--- src/rtl/heartbeat_watchdog_with_health_level_defines.svh ---
// Assertion macros used by the heartbeat watchdog core.
`ifndef HEARTBEAT_WATCHDOG_WITH_HEALTH_LEVEL_DEFINES_SVH
`define HEARTBEAT_WATCHDOG_WITH_HEALTH_LEVEL_DEFINES_SVH

// Same-cycle implication, sampled on clk and disabled during reset.
`define HWL_ASSERT_NOW(label, ante, cons, msg) \
  label: assert property (@(posedge clk) disable iff (rst) (ante) |-> (cons)) \
    else $error(msg);

// Next-cycle implication, sampled on clk and disabled during reset.
`define HWL_ASSERT_NEXT(label, ante, cons, msg) \
  label: assert property (@(posedge clk) disable iff (rst) (ante) |=> (cons)) \
    else $error(msg);

`endif

--- src/rtl/hwl_pkg.sv ---
// Types and constants shared by the heartbeat watchdog modules.
package hwl_pkg;

  localparam logic       OP_BEAT  = 1'b0;
  localparam logic       OP_CHECK = 1'b1;

  localparam logic [1:0] EV_CRITICAL = 2'd0;
  localparam logic [1:0] EV_WARNING  = 2'd1;
  localparam logic [1:0] EV_STALE    = 2'd2;

  localparam logic [31:0] THRESHOLD_RESET = 32'd15000;

  typedef struct packed {
    logic        opcode;
    logic [31:0] sender_id;
    logic [15:0] health_count;
    logic [47:0] now_ms;
  } in_item_t;

  typedef struct packed {
    logic [1:0]  event_kind;
    logic [15:0] current_count;
    logic [15:0] peak_count;
    logic [47:0] age_ms;
  } out_item_t;

  // Outcome of evaluating one item against the watchdog state.
  typedef struct packed {
    logic      emit;
    out_item_t item;
  } core_res_t;

endpackage

--- src/rtl/hwl_in_stage.sv ---
// Input register stage of the heartbeat watchdog.
module hwl_in_stage (
  input  logic              clk,
  input  logic              rst,
  input  logic              in_valid,
  output logic              in_ready,
  input  hwl_pkg::in_item_t in_data,
  input  logic              advance,
  output logic              held_valid,
  output hwl_pkg::in_item_t held_data
);
  import hwl_pkg::*;

  assign in_ready = !held_valid || advance;

  always_ff @(posedge clk) begin
    if (rst) begin
      held_valid <= 1'b0;
    end else if (in_valid && in_ready) begin
      held_valid <= 1'b1;
    end else if (advance) begin
      held_valid <= 1'b0;
    end
  end

  always_ff @(posedge clk) begin
    if (in_valid && in_ready) begin
      held_data <= in_data;
    end
  end

endmodule

--- src/rtl/hwl_core.sv ---
// Watchdog state and single-pass evaluation of one heartbeat or check.
module hwl_core #(
  parameter int TIME_BITS = 48
) (
  input  logic               clk,
  input  logic               rst,
  input  logic               cfg_we,
  input  logic [31:0]        cfg_wdata,
  input  logic               fire,
  input  hwl_pkg::in_item_t  item,
  output hwl_pkg::core_res_t res
);
  import hwl_pkg::*;

  logic [TIME_BITS-1:0] last_beat_time;
  logic                 beat_seen;
  logic [31:0]          registered_sender;
  logic                 stale_latched;
  logic [15:0]          peak_health;
  logic                 drop_latched;
  logic [31:0]          threshold;

  logic [TIME_BITS-1:0] now_t;
  logic [TIME_BITS-1:0] age;
  logic                 is_beat;
  logic                 sender_ok;
  logic [15:0]          peak_next;
  logic                 stale_fire;
  logic                 crit_fire;
  logic                 warn_fire;
  logic                 drop_clear;

  always_comb begin
    now_t     = TIME_BITS'(item.now_ms);
    age       = (now_t > last_beat_time) ? (now_t - last_beat_time) : '0;
    is_beat   = (item.opcode == OP_BEAT);
    sender_ok = !beat_seen || (item.sender_id == registered_sender);
    peak_next = (item.health_count > peak_health) ? item.health_count : peak_health;

    stale_fire = !is_beat && beat_seen && !stale_latched &&
                 (age >= TIME_BITS'(threshold));
    crit_fire  = is_beat && sender_ok && (peak_next != 16'd0) &&
                 (item.health_count == 16'd0) && !drop_latched;
    warn_fire  = is_beat && sender_ok && (peak_next != 16'd0) && !drop_latched &&
                 (item.health_count != 16'd0) && (item.health_count < peak_next);
    drop_clear = is_beat && sender_ok && (peak_next != 16'd0) &&
                 (item.health_count >= peak_next);

    res = '0;
    priority if (stale_fire) begin
      res.emit            = 1'b1;
      res.item.event_kind = EV_STALE;
      res.item.age_ms     = 48'(age);
    end else if (crit_fire) begin
      res.emit            = 1'b1;
      res.item.event_kind = EV_CRITICAL;
    end else if (warn_fire) begin
      res.emit               = 1'b1;
      res.item.event_kind    = EV_WARNING;
      res.item.current_count = item.health_count;
      res.item.peak_count    = peak_next;
    end else begin
      res.emit = 1'b0;
    end
  end

  always_ff @(posedge clk) begin
    if (rst) begin
      last_beat_time    <= '0;
      beat_seen         <= 1'b0;
      registered_sender <= '0;
      stale_latched     <= 1'b0;
      peak_health       <= '0;
      drop_latched      <= 1'b0;
      threshold         <= THRESHOLD_RESET;
    end else begin
      if (cfg_we) begin
        threshold <= cfg_wdata;
      end
      if (fire) begin
        if (stale_fire) begin
          stale_latched <= 1'b1;
        end
        if (is_beat && sender_ok) begin
          // The first heartbeat registers its sender; later ones match it.
          registered_sender <= item.sender_id;
          last_beat_time    <= now_t;
          beat_seen         <= 1'b1;
          stale_latched     <= 1'b0;
          peak_health       <= peak_next;
          if (crit_fire || warn_fire) begin
            drop_latched <= 1'b1;
          end else if (drop_clear) begin
            drop_latched <= 1'b0;
          end
        end
      end
    end
  end

`include "heartbeat_watchdog_with_health_level_defines.svh"

  `HWL_ASSERT_NOW(a_stale_needs_beat, fire && res.emit && res.item.event_kind == EV_STALE, beat_seen && !stale_latched, "stale event without a live heartbeat episode")
  `HWL_ASSERT_NEXT(a_stale_latches, fire && stale_fire, stale_latched, "stale latch not set after a stale event")
  `HWL_ASSERT_NOW(a_warn_below_peak, res.emit && res.item.event_kind == EV_WARNING, res.item.current_count < res.item.peak_count && res.item.current_count != 16'd0, "warning with count outside the dropped range")
  `HWL_ASSERT_NEXT(a_peak_monotonic, !rst, peak_health >= $past(peak_health), "peak health count went down")

endmodule

--- src/rtl/hwl_out_stage.sv ---
// Result register stage of the heartbeat watchdog.
module hwl_out_stage (
  input  logic               clk,
  input  logic               rst,
  input  logic               load,
  input  hwl_pkg::core_res_t res,
  output logic               can_take,
  output logic               out_valid,
  input  logic               out_ready,
  output hwl_pkg::out_item_t out_data
);
  import hwl_pkg::*;

  // The slot may be refilled in the same cycle that its result is taken.
  assign can_take = !out_valid || out_ready;

  always_ff @(posedge clk) begin
    if (rst) begin
      out_valid <= 1'b0;
    end else if (load) begin
      out_valid <= res.emit;
    end else if (out_ready) begin
      out_valid <= 1'b0;
    end
  end

  always_ff @(posedge clk) begin
    if (load && res.emit) begin
      out_data <= res.item;
    end
  end

endmodule

--- src/rtl/heartbeat_watchdog_with_health_level.sv ---
// Top level of the heartbeat watchdog with health level tracking.
//
//   Channel | Signals                          | Carries
//   --------+----------------------------------+------------------------------
//   in      | in_valid, in_ready, in_data      | heartbeat or check transaction
//   out     | out_valid, out_ready, out_data   | critical, warning or stale event
//   cfg     | cfg_we, cfg_wdata                | stale threshold in ms
//
// One transaction is accepted per cycle unless the output stalls; the input register
// captures it at the accepting edge and the result register loads its event once free.
// Transactions that cause no event simply drain through the input register.
// Reset (synchronous, active high) clears all watchdog state and sets the
// threshold to 15000 ms. A stalled output holds the result and, once the
// input register is also full, deasserts in_ready.
module heartbeat_watchdog_with_health_level #(
  parameter int TIME_BITS = 48
) (
  input  logic               clk,
  input  logic               rst,
  input  logic               in_valid,
  output logic               in_ready,
  input  hwl_pkg::in_item_t  in_data,
  output logic               out_valid,
  input  logic               out_ready,
  output hwl_pkg::out_item_t out_data,
  input  logic               cfg_we,
  input  logic [31:0]        cfg_wdata
);
  import hwl_pkg::*;

  logic      held_valid;
  in_item_t  held_data;
  logic      can_take;
  logic      fire;
  core_res_t res;

  assign fire = held_valid && can_take;

  hwl_in_stage u_in (
    .clk        (clk),
    .rst        (rst),
    .in_valid   (in_valid),
    .in_ready   (in_ready),
    .in_data    (in_data),
    .advance    (fire),
    .held_valid (held_valid),
    .held_data  (held_data)
  );

  hwl_core #(
    .TIME_BITS (TIME_BITS)
  ) u_core (
    .clk       (clk),
    .rst       (rst),
    .cfg_we    (cfg_we),
    .cfg_wdata (cfg_wdata),
    .fire      (fire),
    .item      (held_data),
    .res       (res)
  );

  hwl_out_stage u_out (
    .clk       (clk),
    .rst       (rst),
    .load      (fire),
    .res       (res),
    .can_take  (can_take),
    .out_valid (out_valid),
    .out_ready (out_ready),
    .out_data  (out_data)
  );

endmodule

--- config.mk ---
export PLATFORM = sky130hd
export DESIGN_NAME = heartbeat_watchdog_with_health_level
export DESIGN_NICKNAME = d
export VERILOG_FILES = /design/src/rtl/hwl_pkg.sv /design/src/rtl/hwl_in_stage.sv /design/src/rtl/hwl_core.sv /design/src/rtl/hwl_out_stage.sv /design/src/rtl/heartbeat_watchdog_with_health_level.sv
export VERILOG_INCLUDE_DIRS = /design/src /design/src/rtl
export SDC_FILE = /design/constraint.sdc
export NUM_CORES = 1
export LEC_CHECK = 0
export BUFFER_PORTS_ARGS = -buffer_cell sky130_fd_sc_hd__clkbuf_2
export CORE_MARGIN = 4
export CORE_UTILIZATION = 60
export CTS_BUF_LIST = sky130_fd_sc_hd__clkbuf_2 sky130_fd_sc_hd__clkbuf_4 sky130_fd_sc_hd__clkbuf_8
export DETAILED_ROUTE_END_ITERATION = 8
export PLACE_DENSITY = 0.83
export SLEW_MARGIN = 40
export SYNTH_ARGS = -nofsm -noshare
export SYNTH_HDL_FRONTEND = slang
export SYNTH_SLANG_ARGS = --single-unit
--- constraint.sdc ---
create_clock -name clk -period 12.8 [get_ports clk]
set_input_delay 2.56 -clock clk [delete_from_list [all_inputs] [get_ports clk]]
set_output_delay 2.56 -clock clk [all_outputs]
set_load 0.1 [all_outputs]
======== Word-level counts from Yosys, hierarchy flattened ========
Index checks and enable logic that the tools add are counted.
operators by class
  add/sub/neg operators ................... 1
  order comparisons ....................... 5
  eq/ne operators ......................... 1
  multiplexer cells ....................... 14
  bitwise operators ....................... 2
  reductions and logical operators ........ 35
operators by type and width
  kind                 count
  $ge A48 B32 Y1       1
  $gt A48 B48 Y1       1
  $mux W48             1
  $sub A48 B48 Y48     1
  $mux W33             1
  $eq A32 B32 Y1       1
  $reduce_bool A16 Y1  2
  $ge A16 B16 Y1       1
  $gt A16 B16 Y1       1
  $logic_not A16 Y1    1
  $lt A16 B16 Y1       1
  $mux W16             1
  $logic_and A1 B1 Y1  14
  $mux W1              9
  $reduce_bool A2 Y1   4
  $mux W3              2
  $logic_not A1 Y1     5
  $logic_or A1 B1 Y1   4
  $reduce_and A2 Y1    2
  $reduce_and A3 Y1    1
  $reduce_or A3 Y1     1
  $not A1 Y1           2
  $reduce_or A2 Y1     1
word-level totals
  flip-flop bits (word level) ............. 312
  input bits .............................. 134
  output and inout port bits .............. 84
  word-level logic and storage cells ...... 76

======== Depth between registers and ports, before layout ========
  depth after elaboration ................. 11
  depth in mapped cells ................... 25
  mapped depth without buffers ............ 23

======== Hierarchy ========
From an unflattened synthesis, not the netlist that was laid out.
second synthesis, totals
  cell total of the unflattened synthesis .. 1,602
  area, all modules ....................... 16,478.3 µm²
by module, submodules not included
  module                                times used  cells each  area each (µm²)  seq. area each (µm²)
  hwl_core                              1           1,412       10,981.8         2,622.5
  hwl_in_stage                          1           102         2,967.8          2,932.8
  hwl_out_stage                         1           87          2,522.4          2,482.4
  heartbeat_watchdog_with_health_level  1           1           6.3              0.0

======== Worst setup path after synthesis ========
OpenSTA, ideal clock, no wires.
  kind .................................... register to register
  from .................................... register, netlist name u_in.held_data[0]
  to ...................................... register, netlist name u_out.out_data[0]
  data arrival time ....................... 10,566 ps
  slack ................................... 1,590 ps
  stages on the path, launching flop included .. 26
  buffers on the path ..................... 2
  period minus slack after synthesis ...... 11,210 ps
  path through ............................ edfxtp_1 -> inv_1 -> ha_1 -> inv_1 -> fa_1 -> a21o_1 -> a221oi_4 -> o221a_2 -> o211ai_1 -> a21oi_2 -> o21bai_1 -> nand2_1 -> clkbuf_1 -> nor2_1 -> ha_1 -> a211o_1 -> a31oi_1 -> or3_1 -> nand4_1 -> a21oi_1 -> o31ai_1 -> nor2_1 -> nand4b_1 -> nor4_4 -> buf_6 -> o31ai_1
on the way
  cells in the longest elaborated chain, start to end .. 6
RTL lines
  element                                                    line                 text
  $sub A48 B48 Y48 / $gt A48 B48 Y1 (equally long branches)  hwl_core.sv:35       age = (now_t > last_beat_time) ? (now_t - last_beat_time) : '0;
  $mux W48 *                                                 hwl_core.sv:35
  net u_core.age[2]                                          hwl_core.sv:24       logic [TIME_BITS-1:0] age;
  $ge A48 B32 Y1 *                                           hwl_core.sv:41       (age >= TIME_BITS'(threshold));
  $logic_and A1 B1 Y1 *                                      hwl_core.sv:40       stale_fire = !is_beat && beat_seen && !stale_latched &&
  $mux W3 *                                                  hwl_core.sv:50       priority if (stale_fire) begin
  $logic_and A1 B1 Y1 *                                      hwl_out_stage.sv:28  if (load && res.emit) begin
Mark *: on every way through the listed nets, which the timed path passes. The rest lies on a longest branch.
A chain may end at the register's enable or synchronous reset.

======== Worst setup path after layout ========
  from .................................... register, netlist name u_in.held_data[25]
  to ...................................... register, netlist name u_out.out_data[77]
on the way
  cells in the longest elaborated chain, start to end .. 6
RTL lines
  element              line
  $gt A48 B48 Y1       hwl_core.sv:35
  $mux W48             hwl_core.sv:35
  net u_core.age[10]   hwl_core.sv:24
  $ge A48 B32 Y1       hwl_core.sv:41
  $logic_and A1 B1 Y1  hwl_core.sv:40
  $mux W3              hwl_core.sv:50
  $logic_and A1 B1 Y1  hwl_out_stage.sv:28
The timed path passes the listed nets, and every way through them passes these cells.

==> impl_results.md <==
- Status: completed
- Largest net degree at the start of global routing: 77
- Req. time, crit path: 13000 ps
- Final Net Count: 2007
- Hold-fix buffers, CTS: 0
- Reg clk slew, reported paths: around 60 ps
- Worst EP arrival: between 6000 and 7000 ps
- Worst slew pin tran: 827 ps
- Num CTS Buffers: 50
- WHS: slightly below 500 ps
- Die Area: roughly 30000 um2
- Syn Inst Count: 1552
- Avg Cell Area, Syn: 10.4 um2
- Core Area: about 26000 um2
- Power Dens Cells: 135 nW/um2
- TNS Setup: 0 ps
- Post-CTS Setup Bufs: 0
- Min-Delay Path Class: flip-flop to flip-flop
- Initial antenna violation count: 1
- Mapped Area: 16200 um2
- Max-cap violations: 0
- EDFF count, synth: 179
- Final setup violation count: 0
- I/O Pins: roughly 220
- GR Overflow Total: 0
- Worst setup path category: flip-flop to flip-flop
- H-tree depth: 2
- Wire per inst: between 15 and 20 um
- Total power: 0.00252 W
- Vias in the first global route: around 12000
- FMAX: around 150 MHz
- GPL Wtd Cong: 0.946
- Leakage: 7.64 nW
- DRT iter0 DRCs: 1124
- Max VDD drop: 0.0867 mV
- Main synth FF type: edfxtp_1
- Min Tclk post-route: about 6600 ps
- Startpoint Class: flip-flop
- Crit-path max FO: 48
- Register area share after synthesis: 49.6%
- Row count: 59
- CTS Sinks: around 310
- Width of the die: 172 um
- Post-cts repair resize count: 0
- Vias per std cell: 5.85
- Max clock buf depth: 3
- Synth warn: 0
- Unrepaired setup endpoints after global routing: false
- Vias: ~13000
- Port-buffer cells: 217
- ANT nets after route: 0
- Total GRT Usage: about a quarter
- Max-slew violation count: 0
- DR DRC count: 0
- DP HPWL: between 20 and 30 mm
- Net Count, Synth: 1799
- Hold Fails Final Rpt: 0
- Worst setup EP type: flip-flop
- Global-route wire length before repair: about 63 mm
- FF+latch count, synth: 312
- TritonCTS clock tree: done
- Fin crit share: 51.5%
- DR pass1 iterations: 5
- Clk_lat worst skew: around 580 ps
- Async SR Flop Fraction: 0%
- Die Y: roughly 170 um
- Total wire length: 39.6 mm
- CTS Root Buffer Type: clkbuf_8
- Setup Skew: ~19 ps
- Yosys cell types: 71
- Ratio of cells with drive above 1 in the final layout: 19.0%
- Initial core utilization: around 62%
- Slew headroom: 44.8%
- Layout Area Growth over Synthesis: 15.0%
==> final cells by class <==
type                       count  area (um2)
antenna                        1        2.50
clock buffer                  80         976
clock inverter                14         131
fill                        1919        7640
inverter                     107         402
multi-input combinational   1061        7480
sequential                   312        8040
tap                          335         419
timing repair buffer         228        1190
==> path summary, 6_finish.rpt <==
kind	startpoint	endpoint	slack (ps)	depth (start not counted)
worst min register to register	u_core.stale_latched	u_core.stale_latched	490	2
worst max register to register	u_in.held_data[25]	u_out.out_data[77]	6200	21
worst max-delay path	u_in.held_data[25]	u_out.out_data[77]	6200	21
worst min-delay path	u_core.stale_latched	u_core.stale_latched	490	2
==> cell families after synthesis <==
logic type      Yosys count  share of synthesized area, %
buf+inv                 179                          4.49
simple gates            483                          14.5
flops                   312                          49.6
compound gates          267                          10.9
mux                     125                          7.73
xor+xnor                 73                          3.95
fa+ha+maj               113                          8.77
==> flip-flops by register name (all words and copies together), names as in the netlist <==
name,cells
u_in.held_valid,1
u_core.last_beat_time,48
u_core.beat_seen,1
u_out.out_valid,1
u_core.drop_latched,1
u_core.threshold,32
u_out.out_data,82
u_core.registered_sender,32
u_core.stale_latched,1
u_core.peak_health,16
u_in.held_data,97
==> critical path, stage by stage (launching register included) <==
cell	delay [ps]
edfxtp_1	400
ha_1	500
nand4_1	270
nor4_1	600
nand2_1	100
o211ai_1	210
a21oi_2	80
o21bai_1	400
nand2_1	130
buf_4	270
nor3b_1	410
ha_1	230
a21o_1	110
a21oi_1	70
a2111oi_0	380
a21oi_1	150
o31ai_1	680
nor2_1	110
nand4b_1	180
nor4_4	80
o31ai_4	230
buf_4	590
==> cells in the mapped netlist, drive strengths merged, types with 6 or more instances <==
| library cell | count | area, um2 |
|---|---|---|
| a211oi | 20 | 150 |
| a21o | 30 | 225 |
| a21oi | 86 | 438 |
| a31oi | 7 | 71.3 |
| and2 | 21 | 131 |
| and3 | 15 | 93.8 |
| buf | 31 | 171 |
| clkbuf | 41 | 154 |
| dfxtp | 133 | 2660 |
| edfxtp | 179 | 5380 |
| ha | 112 | 1400 |
| inv | 106 | 398 |
| mux2i | 124 | 1240 |
| nand2 | 77 | 289 |
| nand2b | 7 | 43.8 |
| nand3 | 13 | 65.1 |
| nand4 | 39 | 244 |
| nor2 | 210 | 788 |
| nor2b | 8 | 50.1 |
| nor3 | 17 | 90.1 |
| nor3b | 26 | 200 |
| nor4 | 31 | 215 |
| o211ai | 12 | 90.1 |
| o21a | 12 | 90.1 |
| o21ai | 51 | 259 |
| o21bai | 11 | 82.6 |
| o31ai | 6 | 58.8 |
| or3 | 7 | 43.8 |
| xnor2 | 21 | 184 |
| xor2 | 52 | 455 |
==> stage by stage <==
step	instances	setup slack, ps	utilization, %	instance area [um2]
after CTS	2137	6280	70.9	18600
after global routing	2138	5640	70.9	18600
after detailed placement	2043	6310	66.7	17500
final	2138	6200	70.9	18600
after global placement	2042	6550	66.6	17500
after floorplan	1552	1590	-	16200
==> placed cells by master, fill, tap and decap left out, drive strengths merged, types with 8 or more instances in the layout <==
cell type,Yosys,routed
a211oi,20,20
o21a,12,12
nor2,210,210
dfxtp,133,133
clkinv,1,10
o21ai,51,51
xor2,52,52
a21oi,86,86
nor3,17,17
buf,31,12
and3,15,15
and2,21,21
a21o,30,30
mux2i,124,124
nor3b,26,26
clkbuf,41,296
nor2b,8,8
nand3,13,13
inv,106,108
edfxtp,179,179
nor4,31,31
xnor2,21,21
nand2,77,77
o211ai,12,12
ha,112,112
o21bai,11,11
nand4,39,39
==> power by group <==
| group | internal, W | switching (W) |
|---|---|---|
| Sequential | 0.00111 | 0.0000276 |
| Combinational | 0.000168 | 0.000300 |
| Clock | 0.000527 | 0.000389 |
| Total | 0.00181 | 0.000717 |
==> routing by layer <==
metal  GRT usage (%)  vias to the layer above  routed length, um
li1                -                     5998                  -
met1            36.8                     5943              17200
met2            42.5                      485              18400
met3            3.89                       82               2670
met4            9.36                        0               1340
met5               0                        -                  0
No activity file was read; power rests on OpenSTA's default activity.
